[src/assert_macros.svh]
// Concurrent assertion helpers shared by the RTL.
`ifndef ASSERT_MACROS_SVH
`define ASSERT_MACROS_SVH

`ifndef ASSERT_OFF
`define CLCD_ASSERT(label, clk, rst_n, prop) \
  label: assert property (@(posedge clk) disable iff (!rst_n) prop) \
    else $error("assertion failed");
`define CLCD_ASSERT_NEVER(label, clk, rst_n, prop) \
  label: assert property (@(posedge clk) disable iff (!rst_n) !(prop)) \
    else $error("forbidden condition seen");
`else
`define CLCD_ASSERT(label, clk, rst_n, prop)
`define CLCD_ASSERT_NEVER(label, clk, rst_n, prop)
`endif

`endif

[src/clcd_pkg.sv]
package clcd_pkg;

  localparam int COLUMNS = 16;
  localparam int ROWS    = 2;
  localparam int COL_W   = $clog2(COLUMNS + 1);

  localparam int QDEPTH  = 2;
  localparam int QPTR_W  = (QDEPTH > 1) ? $clog2(QDEPTH) : 1;
  localparam int QCNT_W  = $clog2(QDEPTH + 1);

  localparam logic [7:0] CMD_CLEAR = 8'h01;
  localparam logic [7:0] CMD_LINE2 = 8'hC0;

  localparam logic [7:0] INIT_SEQ [8] = '{
    8'h39, 8'h14, 8'h73, 8'h56, 8'h6C, 8'h38, 8'h01, 8'h0C
  };

  typedef enum logic [2:0] {
    FN_INIT    = 3'd0,
    FN_PUTCHAR = 3'd1,
    FN_NEWLINE = 3'd2,
    FN_CLEAR   = 3'd3,
    FN_SETCUR  = 3'd4,
    FN_GLYPH   = 3'd5
  } func_t;

  typedef enum logic [1:0] {
    BURST_INIT   = 2'd0,
    BURST_SINGLE = 2'd1,
    BURST_PAIR   = 2'd2,
    BURST_GLYPH  = 2'd3
  } burst_kind_t;

  typedef struct packed {
    burst_kind_t kind;
    logic        data_flag;
    logic [7:0]  pre_byte;
    logic [7:0]  body_byte;
    logic [63:0] rows;
  } burst_t;

  typedef struct packed {
    logic full;
    logic head_valid;
  } q_status_t;

endpackage

[src/clcd_if.sv]
interface clcd_req_if;
  logic        valid;
  logic        ready;
  logic [2:0]  func;
  logic [7:0]  char_code;
  logic [1:0]  row_request;
  logic [4:0]  column_request;
  logic [2:0]  glyph_slot;
  logic [63:0] glyph_rows;

  modport source (
    output valid, func, char_code, row_request, column_request, glyph_slot, glyph_rows,
    input  ready
  );
  modport sink (
    input  valid, func, char_code, row_request, column_request, glyph_slot, glyph_rows,
    output ready
  );
endinterface

interface clcd_wr_if;
  logic       valid;
  logic       ready;
  logic       is_data;
  logic [7:0] bus_byte;
  logic       last;

  modport source (output valid, is_data, bus_byte, last, input ready);
  modport sink (input valid, is_data, bus_byte, last, output ready);
endinterface

[src/clcd_front.sv]
module clcd_front
  import clcd_pkg::*;
(
  input  logic      clk,
  input  logic      rst_n,
  clcd_req_if.sink  in_req,
  input  q_status_t q_stat,
  output logic      push,
  output burst_t    push_burst
);

  logic [COL_W-1:0] col_r, col_nxt;
  logic             row_r, row_nxt;
  logic             accept;
  logic             last_row;
  logic             set_ok;
  logic [7:0]       nl_byte;
  logic             nl_row;
  burst_t           b;
  logic             emit;

  assign in_req.ready = !q_stat.full;
  assign accept       = in_req.valid && in_req.ready;

  assign last_row = (int'(row_r) + 1) >= ROWS;
  assign nl_byte  = last_row ? CMD_CLEAR : CMD_LINE2;
  assign nl_row   = last_row ? 1'b0 : ~row_r;
  assign set_ok   = (int'(in_req.column_request) <= COLUMNS) &&
                    (int'(in_req.row_request) < ROWS);

  always_comb begin
    b           = '0;
    b.rows      = in_req.glyph_rows;
    emit        = 1'b0;
    col_nxt     = col_r;
    row_nxt     = row_r;
    case (func_t'(in_req.func))
      FN_INIT: begin
        b.kind  = BURST_INIT;
        emit    = 1'b1;
        col_nxt = '0;
        row_nxt = 1'b0;
      end
      FN_PUTCHAR: begin
        emit        = 1'b1;
        b.data_flag = 1'b1;
        b.body_byte = in_req.char_code;
        if (int'(col_r) >= COLUMNS) begin
          b.kind     = BURST_PAIR;
          b.pre_byte = nl_byte;
          row_nxt    = nl_row;
          col_nxt    = COL_W'(1);
        end else begin
          b.kind  = BURST_SINGLE;
          col_nxt = col_r + COL_W'(1);
        end
      end
      FN_NEWLINE: begin
        b.kind      = BURST_SINGLE;
        b.body_byte = nl_byte;
        emit        = 1'b1;
        col_nxt     = '0;
        row_nxt     = nl_row;
      end
      FN_CLEAR: begin
        b.kind      = BURST_SINGLE;
        b.body_byte = CMD_CLEAR;
        emit        = 1'b1;
        col_nxt     = '0;
        row_nxt     = 1'b0;
      end
      FN_SETCUR: begin
        if (set_ok) begin
          b.kind      = BURST_SINGLE;
          b.body_byte = {1'b1, in_req.row_request[0], 1'b0, in_req.column_request};
          emit        = 1'b1;
          col_nxt     = COL_W'(in_req.column_request);
          row_nxt     = in_req.row_request[0];
        end
      end
      FN_GLYPH: begin
        b.kind      = BURST_GLYPH;
        b.body_byte = {2'b01, in_req.glyph_slot, 3'b000};
        emit        = 1'b1;
      end
      default: begin
        emit = 1'b0;
      end
    endcase
  end

  assign push       = accept && emit;
  assign push_burst = b;

  always_ff @(posedge clk) begin
    if (!rst_n) begin
      col_r <= '0;
      row_r <= 1'b0;
    end else if (accept) begin
      col_r <= col_nxt;
      row_r <= row_nxt;
    end
  end

endmodule

[src/clcd_queue.sv]
module clcd_queue
  import clcd_pkg::*;
(
  input  logic      clk,
  input  logic      rst_n,
  input  logic      push,
  input  burst_t    push_burst,
  input  logic      pop,
  output q_status_t q_stat,
  output burst_t    head
);

  burst_t             mem [QDEPTH];
  logic [QPTR_W-1:0]  wr_ptr_r, rd_ptr_r;
  logic [QCNT_W-1:0]  count_r;

  function automatic logic [QPTR_W-1:0] ptr_inc(input logic [QPTR_W-1:0] p);
    return (p == QPTR_W'(QDEPTH - 1)) ? '0 : p + QPTR_W'(1);
  endfunction

  assign q_stat.full       = (count_r == QCNT_W'(QDEPTH));
  assign q_stat.head_valid = (count_r != '0);
  assign head              = mem[rd_ptr_r];

  always_ff @(posedge clk) begin
    if (push) begin
      mem[wr_ptr_r] <= push_burst;
    end
  end

  always_ff @(posedge clk) begin
    if (!rst_n) begin
      wr_ptr_r <= '0;
      rd_ptr_r <= '0;
      count_r  <= '0;
    end else begin
      if (push) begin
        wr_ptr_r <= ptr_inc(wr_ptr_r);
      end
      if (pop) begin
        rd_ptr_r <= ptr_inc(rd_ptr_r);
      end
      count_r <= count_r + QCNT_W'(push) - QCNT_W'(pop);
    end
  end

endmodule

[src/clcd_back.sv]
`include "assert_macros.svh"

module clcd_back
  import clcd_pkg::*;
(
  input  logic       clk,
  input  logic       rst_n,
  input  q_status_t  q_stat,
  input  burst_t     head,
  output logic       pop,
  clcd_wr_if.source  out_wr
);

  logic [3:0] idx_r;
  logic       out_valid_r;
  logic       is_data_r;
  logic [7:0] byte_r;
  logic       last_r;
  logic       load;
  logic       wr_is_data;
  logic [7:0] wr_byte;
  logic       wr_last;
  logic [2:0] row_sel;

  assign row_sel = 3'(idx_r - 4'd1);

  always_comb begin
    wr_is_data = 1'b0;
    wr_byte    = head.body_byte;
    wr_last    = 1'b1;
    case (head.kind)
      BURST_INIT: begin
        wr_byte = INIT_SEQ[idx_r[2:0]];
        wr_last = (idx_r == 4'd7);
      end
      BURST_SINGLE: begin
        wr_is_data = head.data_flag;
      end
      BURST_PAIR: begin
        if (idx_r == 4'd0) begin
          wr_byte = head.pre_byte;
          wr_last = 1'b0;
        end else begin
          wr_is_data = 1'b1;
        end
      end
      BURST_GLYPH: begin
        if (idx_r == 4'd0) begin
          wr_last = 1'b0;
        end else begin
          wr_is_data = 1'b1;
          wr_byte    = head.rows[{row_sel, 3'b000} +: 8];
          wr_last    = (idx_r == 4'd8);
        end
      end
      default: begin
        wr_last = 1'b1;
      end
    endcase
  end

  assign load = q_stat.head_valid && (!out_valid_r || out_wr.ready);
  assign pop  = load && wr_last;

  always_ff @(posedge clk) begin
    if (!rst_n) begin
      out_valid_r <= 1'b0;
      idx_r       <= '0;
    end else begin
      if (load) begin
        out_valid_r <= 1'b1;
        idx_r       <= wr_last ? 4'd0 : idx_r + 4'd1;
      end else if (out_wr.ready) begin
        out_valid_r <= 1'b0;
      end
    end
  end

  always_ff @(posedge clk) begin
    if (load) begin
      is_data_r <= wr_is_data;
      byte_r    <= wr_byte;
      last_r    <= wr_last;
    end
  end

  assign out_wr.valid    = out_valid_r;
  assign out_wr.is_data  = is_data_r;
  assign out_wr.bus_byte = byte_r;
  assign out_wr.last     = last_r;

  `CLCD_ASSERT(a_burst_contiguous, clk, rst_n, out_valid_r && out_wr.ready && !last_r |=> out_valid_r)
  `CLCD_ASSERT_NEVER(a_idx_range, clk, rst_n, idx_r > 4'd8)
  `CLCD_ASSERT(a_single_idx, clk, rst_n, q_stat.head_valid && head.kind == BURST_SINGLE |-> idx_r == 4'd0)
  `CLCD_ASSERT(a_pop_needs_head, clk, rst_n, pop |-> q_stat.head_valid)

endmodule

[src/char_lcd_text_console.sv]
// Text console sequencer for a character LCD. Requests (init, put char, newline, clear,
// set cursor, load glyph) are taken one per cycle while the two-entry request queue has
// room; the cursor is tracked at acceptance and each request becomes a burst of
// controller writes, each tagged instruction or data, with last set on its final write.
// Writes leave through a registered output, one per cycle while the port is ready:
// put char gives one or two writes (two when the line is full and the cursor wraps
// first), newline, clear and set cursor one, init eight and load glyph nine. The output
// write port sets the sustained rate. An out-of-range set cursor or an unused function
// code is accepted and gives no write.
module char_lcd_text_console
  import clcd_pkg::*;
(
  input  logic      clk,
  input  logic      rst_n,
  clcd_req_if.sink  in_req,
  clcd_wr_if.source out_wr
);

  q_status_t q_stat;
  logic      push;
  burst_t    push_burst;
  logic      pop;
  burst_t    head;

  clcd_front u_front (
    .clk        (clk),
    .rst_n      (rst_n),
    .in_req     (in_req),
    .q_stat     (q_stat),
    .push       (push),
    .push_burst (push_burst)
  );

  clcd_queue u_queue (
    .clk        (clk),
    .rst_n      (rst_n),
    .push       (push),
    .push_burst (push_burst),
    .pop        (pop),
    .q_stat     (q_stat),
    .head       (head)
  );

  clcd_back u_back (
    .clk    (clk),
    .rst_n  (rst_n),
    .q_stat (q_stat),
    .head   (head),
    .pop    (pop),
    .out_wr (out_wr)
  );

endmodule
[src/flat_wrapper.sv]
// flat-port wrapper written by rule: the top's interface ports become plain ports
module char_lcd_text_console_flat import clcd_pkg::*;
  (clk, rst_n, in_req_valid, in_req_func, in_req_char_code, in_req_row_request, in_req_column_request, in_req_glyph_slot, in_req_glyph_rows, in_req_ready, out_wr_valid, out_wr_is_data, out_wr_bus_byte, out_wr_last, out_wr_ready);
  clcd_req_if in_req_i ();
  clcd_wr_if out_wr_i ();
  input  logic clk;
  input  logic rst_n;
  input wire logic [$bits(in_req_i.valid)-1:0] in_req_valid;
  input wire logic [$bits(in_req_i.func)-1:0] in_req_func;
  input wire logic [$bits(in_req_i.char_code)-1:0] in_req_char_code;
  input wire logic [$bits(in_req_i.row_request)-1:0] in_req_row_request;
  input wire logic [$bits(in_req_i.column_request)-1:0] in_req_column_request;
  input wire logic [$bits(in_req_i.glyph_slot)-1:0] in_req_glyph_slot;
  input wire logic [$bits(in_req_i.glyph_rows)-1:0] in_req_glyph_rows;
  output wire logic [$bits(in_req_i.ready)-1:0] in_req_ready;
  output wire logic [$bits(out_wr_i.valid)-1:0] out_wr_valid;
  output wire logic [$bits(out_wr_i.is_data)-1:0] out_wr_is_data;
  output wire logic [$bits(out_wr_i.bus_byte)-1:0] out_wr_bus_byte;
  output wire logic [$bits(out_wr_i.last)-1:0] out_wr_last;
  input wire logic [$bits(out_wr_i.ready)-1:0] out_wr_ready;
  assign in_req_i.valid = in_req_valid;
  assign in_req_i.func = in_req_func;
  assign in_req_i.char_code = in_req_char_code;
  assign in_req_i.row_request = in_req_row_request;
  assign in_req_i.column_request = in_req_column_request;
  assign in_req_i.glyph_slot = in_req_glyph_slot;
  assign in_req_i.glyph_rows = in_req_glyph_rows;
  assign in_req_ready = in_req_i.ready;
  assign out_wr_valid = out_wr_i.valid;
  assign out_wr_is_data = out_wr_i.is_data;
  assign out_wr_bus_byte = out_wr_i.bus_byte;
  assign out_wr_last = out_wr_i.last;
  assign out_wr_i.ready = out_wr_ready;
  char_lcd_text_console u_core (.clk(clk), .rst_n(rst_n), .in_req(in_req_i), .out_wr(out_wr_i));
endmodule
[config.mk]
export PLATFORM = sky130hd
export DESIGN_NAME = char_lcd_text_console_flat
export DESIGN_NICKNAME = d
export VERILOG_FILES = /design/src/clcd_pkg.sv /design/src/clcd_if.sv /design/src/clcd_front.sv /design/src/clcd_queue.sv /design/src/clcd_back.sv /design/src/char_lcd_text_console.sv /design/src/flat_wrapper.sv
export VERILOG_INCLUDE_DIRS = /design/src /design/src/src
export SDC_FILE = /design/constraint.sdc
export NUM_CORES = 1
export LEC_CHECK = 0
export BUFFER_PORTS_ARGS = -buffer_cell sky130_fd_sc_hd__buf_2
export CORE_AREA = 2 2 166 168
export DETAILED_ROUTE_END_ITERATION = 6
export DIE_AREA = 0 0 168 170
export PLACE_DENSITY = 0.51
export SYNTH_ARGS = -nofsm -noshare
export SYNTH_HDL_FRONTEND = slang
export SYNTH_SLANG_ARGS = --single-unit
[constraint.sdc]
create_clock -name clk -period 5 [get_ports clk]
set_input_delay 0 -clock clk [delete_from_list [all_inputs] [get_ports clk]]
set_output_delay 0 -clock clk [all_outputs]
set_load 0.03 [all_outputs]
==> Yosys cells after proc, flatten, opt, wreduce, memory -nomap -nowiden <==
Memory sizes are Yosys's and may differ from the RTL's. A register that Yosys moved wholly into a read port is not among the register bits.
Index checks and enable logic that the tools add are counted.
{ "totals": {"latchBits": 0, "n_memories": 2, "ram_bits": 166, "ff_bits": 25, "output_inout_bits": 12, "mem_bits_ro": 64, "wordCells": 98} }
{ "classes": {"n_lt_le_gt_ge": 5, "n_shift": 1, "div": 0, "mux": 35, "eq_ne": 13, "mul": 0, "addsub": 8, "bitwise": 2, "n_reduce_logical": 22} }
{ "mem_list": {"columns": ["memory", "depth", "word_bits", "rd", "rd_ports_with_merged_regs", "write_ports", "line_no", "rtl"], "rows": [
  ["u_core.u_queue.mem", 2, 83, 1, 1, 1, "clcd_queue.sv:13", "burst_t mem [QDEPTH];"],
  ["(no name shown)", 8, 8, 1, 0, 0, "clcd_back.sv:33", "wr_byte = INIT_SEQ[idx_r[2:0]];"]
]} }
{ "ops": {"columns": ["operator", "count"], "rows": [
  ["$shiftx 64x7->8", 1],
  ["$mux 8", 7],
  ["$pmux 8 s5", 1],
  ["$pmux 8 s3", 1],
  ["$mux 1", 15],
  ["$pmux 5 s3", 1],
  ["$mux 5", 2],
  ["$mux 9", 1],
  ["$pmux 2 s4", 1],
  ["$eq 2x2->1 const B", 3],
  ["$eq 3x2->1 const B", 2],
  ["$eq 3x3->1 const B", 2],
  ["$reduce_or 2->1", 3],
  ["$add 5x1->5 const B", 1],
  ["$ge 5x5->1 const B", 1],
  ["$le 5x5->1 const B", 1],
  ["$logic_and 1x1->1", 5],
  ["$reduce_or 5->1", 1],
  ["$add 4x1->4 const B", 1],
  ["$eq 4x3->1 const B", 1],
  ["$eq 4x4->1 const B", 1],
  ["$ge 4x4->1 const B", 1],
  ["$logic_not 4->1", 1],
  ["$mux 4", 1],
  ["26 further kinds", 31]
]} }

==> Longest topological paths before layout <==
Gate-level depths: netlist (run 1).
{ "logic_depth": {"depth_word": 7, "ltp_mapped": 14, "ltp_nobuf": 12} }

==> By module <==
From an unflattened synthesis (run 1), not the netlist that was laid out.
{ "hier_totals": {"hier_cells": 595, "area_unflattened_um2": 9347.7} }
{ "by_module_without_submodules": {"columns": ["module", "instances", "seq_area_each_um2", "cells_each", "area_per_inst_um2"], "rows": [
  ["clcd_queue", 1, 5084.9, 279, 6566.3],
  ["clcd_back", 1, 400.4, 150, 1557.7],
  ["clcd_front", 1, 120.1, 166, 1223.7]
]} }

==> Worst setup path before layout (run 1) <==
Ideal clock, no wire load.
{ "synth_timing": {"path_kind": "reg-to-reg", "startpoint": "register u_core.u_queue.count_r[0]", "endpoint": "memory u_core.u_queue.mem[0][0] in the netlist's numbering, enable pin", "setup_time_ns": 0.514, "t_arrival_ns": 4.394, "period_less_slack_ns": 4.908, "path_stages_with_launch": 5, "path_slack_ns": 0.092, "path_cell_list": "dfxtp_1 -> nand2b_1 -> nand2_1 -> a311o_1 -> nor2_1"} }
{ "synth_via": {"elab_chain_cells": 6} }
{ "synth_rtl": {"columns": ["item", "line_no", "rtl"], "rows": [
  ["start, declared", "clcd_queue.sv:15", "logic [QCNT_W-1:0] count_r;"],
  ["start signal, assigned", "clcd_queue.sv:43", "count_r <= count_r + QCNT_W'(push) - QCNT_W'(pop);"],
  ["$eq 2x2->1", "clcd_queue.sv:21", "assign q_stat.full = (count_r == QCNT_W'(QDEPTH));"],
  ["$logic_not 1->1", "clcd_front.sv:22", "assign in_req.ready = !q_stat.full;"],
  ["named net in_req_ready", "flat_wrapper.sv:15", "output wire logic [$bits(in_req_i.ready)-1:0] in_req_ready;"],
  ["$logic_and 1x1->1", "clcd_front.sv:23", "assign accept = in_req.valid && in_req.ready;"],
  ["$logic_and 1x1->1", "clcd_front.sv:92", "assign push = accept && emit;"],
  ["$mux 1", "clcd_queue.sv:26", "if (push) begin"],
  ["$mux 1 (not written as such)", "clcd_queue.sv:27", "mem[wr_ptr_r] <= push_burst;"],
  ["end, declared", "clcd_queue.sv:13", null]
]} }
The timed path passes the listed nets, and every way through them passes these cells.

==> Final worst setup path (run 1) <==
{ "layout_timing": {"startpoint": "register u_core.u_back.idx_r[0]", "endpoint": "register u_core.u_queue.count_r[1]"} }
{ "layout_via": {"elab_chain_cells": 5, "word_cells_on_any_way": 8, "classes_between": "1 x add/sub; 2 x eq/ne; 3 x mux; 2 x reduce/logical"} }
{ "layout_rtl": {"columns": ["item", "line_no", "rtl"], "rows": [
  ["start, declared", "clcd_back.sv:14", "logic [3:0] idx_r;"],
  ["start signal, assigned", "clcd_back.sv:72", "idx_r <= wr_last ? 4'd0 : idx_r + 4'd1;"],
  ["$eq 4x4->1 or $logic_not 4->1 (tied branches)", "clcd_back.sv:53, clcd_back.sv:40, clcd_back.sv:48", null],
  ["$mux 1, on equally long branches", "clcd_back.sv:48, clcd_back.sv:40", null],
  ["$pmux 1 s3 *", "clcd_back.sv:31", "case (head.kind)"],
  ["$logic_and 1x1->1 *", "clcd_back.sv:63", "assign pop = load && wr_last;"],
  ["named net u_core.pop", "char_lcd_text_console.sv:22", "logic pop;"],
  ["$sub 2x1->2 *", "clcd_queue.sv:43", null]
]} }
Mark *: on every way through the listed nets, which the timed path passes. The rest lies on a longest branch.
A chain may end at the register's enable or synchronous reset.

==> results of run 1 <==
==> worst paths after layout <==
check,start,to
max reg2reg,u_core.u_back.idx_r[0],u_core.u_queue.count_r[1]
min reg2reg,u_core.u_front.col_r[2],u_core.u_front.col_r[2]
max,u_core.u_back.idx_r[0],u_core.u_queue.count_r[1]
min,in_req_glyph_slot[2],u_core.u_queue.mem[1][69]
==> registers in the layout (all words and copies together) (netlist names), 2 cells and up, named ones only <==
register                       cells
u_core.u_queue.mem               154
u_core.u_front.col_r               5
u_core.u_queue.count_r             2
u_core.u_back.idx_r                4
u_core.u_back.out_wr.bus_byte      8
==> report_power, final <==
group / internal, mW / total (mW) / switching, mW
Clock: 0.800 / 1.39 / 0.589
Sequential: 1.86 / 2.01 / 0.150
Combinational: 0.463 / 1.12 / 0.661
Total: 3.12 / 4.52 / 1.40
==> worst max-delay path, stage by stage, from the launching register on <==
cell      delay, ns
dfxtp_2        1.03
inv_1          0.25
ha_1           0.34
nand3b_1       0.16
nor2_1         0.08
nor2_2         0.26
a21oi_1        0.12
ha_1           0.29
inv_1          0.04
ha_1           0.17
xnor2_1        0.13
xnor2_1        0.12
and2_1         0.15
==> cells in the final DEF, fill, tap and decap left out, drive strengths merged, types with 4 or more instances in the layout <==
cell type	instances
mux2i	22
nor2	31
edfxtp	164
a211oi	6
a21oi	27
nand2	33
mux2	5
nor2b	5
mux4	32
nand2b	5
buf	105
nand4	6
o21ai	17
o22ai	6
xnor2	4
clkbuf	17
a31oi	5
a22oi	6
ha	12
dlygate4sd3	74
nand3	17
and2	4
inv	18
a221oi	4
dfxtp	16
==> layer usage <==
layer	vias to the layer above	GRT usage [%]	routed length, um
met5	-	0	0
met4	0	3.48	208
met3	13	3.21	902
met1	2520	16.3	7700
li1	2344	-	-
met2	154	22.0	9090
==> synth_stat cells, types with 5 or more instances <==
cell and n:
edfxtp_1 164, nand2_1 32, nor2_1 30, a21oi_1 27, mux4_2 23, mux2i_1 21, nand3_1 17, dfxtp_1 16
o21ai_0 14, ha_1 12, inv_1 12, buf_2 9, mux4_1 9, clkbuf_1 8, a22oi_1 6, nand4_1 6
o22ai_1 6, a211oi_1 5, a31oi_1 5, mux2_2 5, nand2b_1 5, nor2b_1 5
==> area by class of cell <==
type                       count  area [um^2]  area share [%]
sequential                   180         5250            52.2
multi-input combinational    286         2440            24.3
timing repair buffer         179         1280            12.7
tap                          341          427            4.24
clock buffer                  17          425            4.23
clock inverter                15          193            1.92
inverter                      12         45.0           0.448
==> metrics by stage <==
stage / instance area, um^2 / util (%) / hold slack, ns / setup WS [ns]
6_report: 10100 / 37.7 / 0.0199 / 1.72
5_1_grt: 10100 / 37.7 / 0.0173 / 1.37
4_1_cts: 10100 / 37.7 / 0.00639 / 1.67
3_5_place_dp: 8700 / 32.6 / 0.192 / 1.73
3_3_place_gp: 8700 / 32.6 / 0.191 / 1.77
2_1_floorplan: 7890 / - / 0.0989 / 0.0922
==> kinds of logic after synthesis <==
logic type	Yosys count
flops	180
xor+xnor	5
mux	59
simple gates	116
buf+inv	38
compound gates	94
fa+ha+maj	12
==> run summary, run 1 <==
worst path arrival time -> 3.61 ns
CP Max Fanout -> 42
fin crit share -> 65.5%
syn nets -> 605
crit end category -> register
Synth Cell Area -> 7890 um^2
# DRC -> 0
CTS tree -> built
Rows -> 60
Worst R2R Path Depth -> 12
IO buf count -> 100
GR Overflow Total -> 0
multiplexer share of the synthesized area -> 13.2%
clock root buffer -> clkbuf_16
vias in the first global route -> 5,008
number of setup buffers added after CTS -> 0
status -> finished clean
Layout Cells excl Fill -> 1,030
top cell type's share of synthesized area -> 62.4%
Worst-path clk slew -> 0.07 ns
Layout area overhead -> 27.5%
Compound-Gate Fraction of Synth Area -> 7.93%
routed vias/inst -> 4.88
Synth Area in Adders -> 1.90%
Clock Latency Late Sink -> 0.43 ns
Startpoint Class -> register
hold buffers post-CTS -> 74
Num CTS Buffers -> 17
worst hold stages -> 3
kind of critical path -> reg2reg
Leak -> 3.53 nW
EDFF count, synth -> 164
total core area -> 26,700 um^2
first-pass GRT wire length -> 27,600 um
RD Place Congestion -> 0.823
worst slew pin tran -> 1.21 ns
count of different cell masters after synthesis -> 60
Post-DP HPWL -> 12,400 um
WL final -> 17,900 um
# fillers -> 2,525
Post-Place Cells -> 924
H-tree depth -> 4
Via Count -> 5,031
ys flop type -> edfxtp_1
Setup Skew -> 0.0119 ns
Area contributors post-synth -> edfxtp_1, mux4_2, dfxtp_1
post-synthesis sequential area ratio -> 66.5%
nets@finish -> 777
I/O Pins -> 101
largest net degree at the start of global routing -> 43
initial core utilization -> 29.6%
Total GRT Usage -> 12.8%
initial antenna violation count -> 0
final hold violations -> 0
syn avg cell area -> 15.6 um^2
Post-Synth XOR/XNOR Area -> 0.555%
Final Max Slew Viols -> 0
slew margin rel. -> 19.0%
antenna cell count -> 0
Sink Count -> 180
chip width -> 168 um
Simple-Gate Fraction of Synth Area -> 7.04%
fmax -> 305 MHz
total power -> 4.52 mW
final setup violation count -> 0
largest family of logic cells by synthesized area -> multiplexers
synth warn -> 0
TritonRoute pass-1 iters -> 7
async set or reset register ratio after synthesis -> 0%
Longest Clk Path Bufs -> 2
share of layout cells above drive strength 1 -> 25.7%
MaxCap Viol Count -> 0
worst min path class -> in2reg
worst vdd ir -> 0.000211 V
FF+latch count, synth -> 180
DR iter-0 viols -> 334
PwrDens -> 450 nW/um^2
die height -> 170 um
WL/cell -> 17.4 um
Crit path required time -> 5.33 ns
CTS resizes -> 0
Die ar. -> 28,600 um^2
setup_tns -> 0 ns
largest area contributor in the netlist -> edfxtp_1
RSZ-0062 raised after global routing -> no
fin crit period -> 3.28 ns
Syn Inst Count -> 504
flop-to-flop setup slack -> 1.72 ns
post-route ant nets -> 0
Note: power is estimated with default switching activity, not from simulation.
==> run 2: changes to the inputs <==
- clock period: 5 -> 2.97 ns (I/O delays scaled with it)
==> run summary, run 2 (synthesis gave the netlist of run 1 again) <==
Post-Place Cells -> 932
fin crit period -> 2.64 ns
IO buf count -> 100
Crit path required time -> 3.13 ns
Worst R2R Path Depth -> 6
MaxCap Viol Count -> 0
delay-heaviest family, CP -> simple AND/OR/NAND/NOR gates
Reg-to-Reg End -> u_core.u_back.out_wr.bus_byte[5]
Area after DPL -> 8790 um^2
max reg flops -> 154
share of layout cells above drive strength 1 -> 26.0%
Die ar. -> 28,600 um^2
worst hold stages -> 3
nets@finish -> 787
DR iter-0 viols -> 338
met1 wire length -> 8460 um
dpl ws -> 0.369 ns
Rows -> 60
PwrDens -> 737 nW/um^2
Longest Clk Path Bufs -> 2
# DRC -> 0
Setup Skew -> 0.00962 ns
Worst-path clk slew -> 0.07 ns
worst hold endpoint -> u_core.u_queue.mem[0][69]
FF-to-FF Start -> u_core.u_back.idx_r[1]
Max Used Layer -> met4
Final Max Slew Viols -> 0
Layout area overhead -> 27.8%
largest net degree at the start of global routing -> 79
design area -> 10,100 um^2
total core area -> 26,700 um^2
Sink Count -> 180
slew margin rel. -> 40.0%
WL final -> 18,800 um
worst vdd ir -> 0.000358 V
Total GRT Usage -> 13.3%
Leak -> 3.54 nW
routed vias/inst -> 4.84
CP Max Fanout -> 8
commonest non-fill, non-tap cell in the layout -> edfxtp_1
Min Hold Slack -> 0.0139 ns
chip width -> 168 um
total power -> 7.43 mW
status -> finished clean
TritonRoute pass-1 iters -> 5
most used cell, CP -> or3_1
worst slew pin tran -> 0.898 ns
WL met2 -> 9500 um
first-pass GRT wire length -> 28,600 um
Clock Latency Late Sink -> 0.42 ns
I/O Pins -> 101
GR Overflow Total -> 0
worst min path class -> in2reg
Via Count -> 5,030
Worst Min Path Start -> in_req_glyph_slot[2]
RSZ-0062 raised after global routing -> no
WL/cell -> 18.1 um
# fillers -> 2,514
vias in the first global route -> 5,178
CTS tree -> built
kind of critical path -> reg2reg
fin crit share -> 88.9%
Startpoint Class -> register
final setup violation count -> 0
flop-to-flop setup slack -> 0.33 ns
worst path arrival time -> 2.80 ns
clock root buffer -> clkbuf_16
post-route ant nets -> 0
crit end category -> register
setup slack after layout -> 0.331 ns
slowest stage delay, CP -> 0.77 ns
final hold violations -> 0
H-tree depth -> 4
Num CTS Buffers -> 17
RD Place Congestion -> 0.801
antenna cell count -> 0
Reg area -> 5250 um^2
Crit-path slowest cell -> nor3b_1
CP bufs+invs -> 1
Layout Cells excl Fill -> 1,040
Post-DP HPWL -> 12,500 um
fmax -> 379 MHz
most frequent cells in the layout -> edfxtp_1, buf_2, dlygate4sd3_1, nand2_1, nor2_1
initial antenna violation count -> 0
area occupied by multi-input gates -> 2440 um^2
routed wl met3 -> 562 um
Top reg by flops -> u_core.u_queue.mem
initial core utilization -> 29.6%
CP Cell Sequence -> inv_1, ha_1, nor3b_1, or3_1, a21oi_1, or3_1
die height -> 170 um
run 2: cell type report:
| cell class | instances | share of cell area [%] |
|---|---|---|
| inverters | 12 | 0.447 |
| well taps | 341 | 4.23 |
| clock buffers | 17 | 4.22 |
| clock inverters | 15 | 1.06 |
| flip-flops and latches | 180 | 52.1 |
| multi-input cells | 286 | 24.2 |
| repair buffers | 189 | 13.7 |
run 2: timing repair:
item,4_1_cts,5_1_grt
hold buffers,76,0
endpoints found under the hold margin,144,0
setup buffers,0,0
gates resized for setup,0,0
run 2: worst max path at each step:
stage	start	end	depth (start not counted)
after CTS	u_core.u_back.idx_r[1]	u_core.u_back.out_wr.bus_byte[5]	6
after global placement	register	u_core.u_queue.count_r[1]	11
after global routing	u_core.u_back.idx_r[1]	u_core.u_back.out_wr.bus_byte[5]	6
after floorplan	u_core.u_queue.count_r[0]	u_core.u_queue.mem[0][0]	4
after detailed placement	u_core.u_back.idx_r[1]	u_core.u_back.out_wr.bus_byte[5]	6
final	u_core.u_back.idx_r[1]	u_core.u_back.out_wr.bus_byte[5]	6
run 2: worst reg2reg max path, stage by stage, from the launching register on:
cell,delay (ns)
dfxtp_1,0.38
inv_1,0.14
ha_1,0.29
nor3b_1,0.77
or3_1,0.37
a21oi_1,0.07
or3_1,0.37
run 2: metal layers:
layer / GRT usage (%) / vias to the layer above
met1: 16.9 / 2540
met4: 4.16 / 0
met5: 0 / -
met3: 2.74 / 15
li1: - / 2364
met2: 22.8 / 111
run 2: power breakdown:
group	internal (mW)	switching (mW)
registers	3.13	0.113
clock network	1.07	0.983
logic	0.838	1.29
total	5.04	2.38
run 2: stage by stage:
stage | TNS, ns | utilization (%)
2_1_floorplan | -98.28 | -
4_1_cts | 0 | 37.8
5_1_grt | 0 | 37.8
3_3_place_gp | 0 | 33.0
6_report | 0 | 37.8
3_5_place_dp | 0 | 33.0
==> run 3: changes to the inputs <==
- RECOVER_POWER: default -> 50
==> run summary, run 3 (synthesis gave the netlist of run 1 again) <==
status -> finished clean
share of layout cells above drive strength 1 -> 16.0%
worst path arrival time -> 2.98 ns
delay-heaviest family, CP -> multiplexers
fin crit share -> 89.8%
die height -> 170 um
initial antenna violation count -> 0
vias in the first global route -> 5,178
Logic pwr share -> 28.1%
first-pass GRT wire length -> 28,600 um
fin crit period -> 2.67 ns
I/O Pins -> 101
Num CTS Buffers -> 17
Crit path required time -> 3.28 ns
H-tree depth -> 4
Via Count -> 5,019
Post-DP HPWL -> 12,500 um
slew margin rel. -> 38.4%
clock share of power -> 27.9%
Flop pwr share -> 44.0%
initial core utilization -> 29.6%
final hold violations -> 0
Layout area overhead -> 26.5%
Final Util -> 37.5%
PwrDens -> 740 nW/um^2
cell internal pwr -> 5.00 mW
Crit-path slowest cell -> mux2i_1
max reg flops -> 154
chip width -> 168 um
Area after DPL -> 8790 um^2
Die ar. -> 28,600 um^2
dpl ws -> 0.369 ns
GR Overflow Total -> 0
commonest non-fill, non-tap cell in the layout -> edfxtp_1
Clock Latency Late Sink -> 0.42 ns
Startpoint Class -> register
WL/cell -> 18.0 um
CTS tree -> built
CP Cell Sequence -> mux2i_1, clkbuf_1, nor2_1, o21ai_2, a21oi_1, ha_1, inv_1, ha_1, xnor2_1, xnor2_1, and2_1
clock root buffer -> clkbuf_16
fmax -> 375 MHz
final setup violation count -> 0
TritonRoute pass-1 iters -> 5
slowest stage delay, CP -> 0.52 ns
design area -> 9980 um^2
worst vdd ir -> 0.000358 V
Longest Clk Path Bufs -> 2
nets@finish -> 787
worst slew pin tran -> 0.923 ns
RSZ-0062 raised after global routing -> no
Worst-path clk slew -> 0.07 ns
DR iter-0 viols -> 310
Top reg by flops -> u_core.u_queue.mem
WL final -> 18,700 um
Sink Count -> 180
CP bufs+invs -> 2
MaxCap Viol Count -> 0
CTS resizes -> 0
number of setup buffers added after CTS -> 0
switching portion of total power -> 32.3%
Rows -> 60
worst min path class -> in2reg
RD Place Congestion -> 0.801
Total GRT Usage -> 13.3%
crit end category -> register
switching power total -> 2.39 mW
Leak -> 3.35 nW
total power -> 7.38 mW
Setup Skew -> 0.0105 ns
setup slack after layout -> 0.302 ns
largest net degree at the start of global routing -> 79
kind of critical path -> reg2reg
CP Max Fanout -> 7
total core area -> 26,700 um^2
Final Max Slew Viols -> 0
post-route ant nets -> 0
routed vias/inst -> 4.83
antenna cell count -> 0
# DRC -> 0
IO buf count -> 100
most frequent cells in the layout -> edfxtp_1, dlygate4sd3_1, clkbuf_1, buf_2, nand2_1
[run 3: power by group through the flow]
stage | clock network (mW) | registers [mW] | logic (mW)
2_1_floorplan | 0 | 3.43 | 1.28
3_3_place_gp | 0 | 3.29 | 2.08
3_5_place_dp | 0 | 3.30 | 2.09
4_1_cts | 2.12 | 3.25 | 2.17
5_1_grt | 2.22 | 3.27 | 2.28
6_report | 2.06 | 3.25 | 2.08
[run 3: final timing paths]
kind                               end  slack [ns]  cells after the start                     from
max          u_core.u_queue.count_r[1]        0.30                     11                 register
max reg2reg  u_core.u_queue.count_r[1]        0.30                     11                 register
min reg2reg    u_core.u_front.col_r[2]        0.51                      2  u_core.u_front.col_r[2]
min          u_core.u_queue.mem[1][69]        0.02                      3     in_req_glyph_slot[2]
[run 3: final cells by class]
| class | instances | area, um^2 |
|---|---|---|
| Fill cell | 2542 | 16700 |
| Multi-Input combinational cell | 286 | 2430 |
| Timing Repair Buffer | 189 | 1290 |
| Clock inverter | 15 | 106 |
| Tap cell | 341 | 427 |
| Inverter | 12 | 45.0 |
| Clock buffer | 17 | 425 |
| Sequential cell | 180 | 5250 |
[run 3: what timing repair did]
item | CTS | global route
hold buffers | 76 | 0
setup endpoints to repair | 0 | 0
endpoints found under the hold margin | 144 | 0
[run 3: per-stage QoR]
| step | setup TNS (ns) | instances | hold WS, ns |
|---|---|---|---|
| 4_1_cts | 0 | 1040 | 0.00250 |
| 5_1_grt | 0 | 1040 | 0.0205 |
| 6_report | 0 | 1040 | 0.0183 |
| 3_3_place_gp | 0 | 932 | 0.187 |
| 3_5_place_dp | 0 | 932 | 0.192 |
| 2_1_floorplan | -98.28 | 504 | 0.0989 |
[run 3: worst reg2reg max path: stages, from the launching register on]
cell and delay (ns):
dfxtp_4 0.39, mux2i_1 0.52, clkbuf_1 0.31, nor2_1 0.09, o21ai_2 0.22, a21oi_1 0.12, ha_1 0.31, inv_1 0.04
ha_1 0.17, xnor2_1 0.13, xnor2_1 0.12, and2_1 0.15
[run 3: layer usage]
layer  routed length (um)  vias up  GRT usage [%]
met5                    0        -              0
met4                  172        0           4.16
met3                  725        8           2.74
met2                 9530      117           22.8
met1                 8300     2532           16.9
li1                     -     2362              -
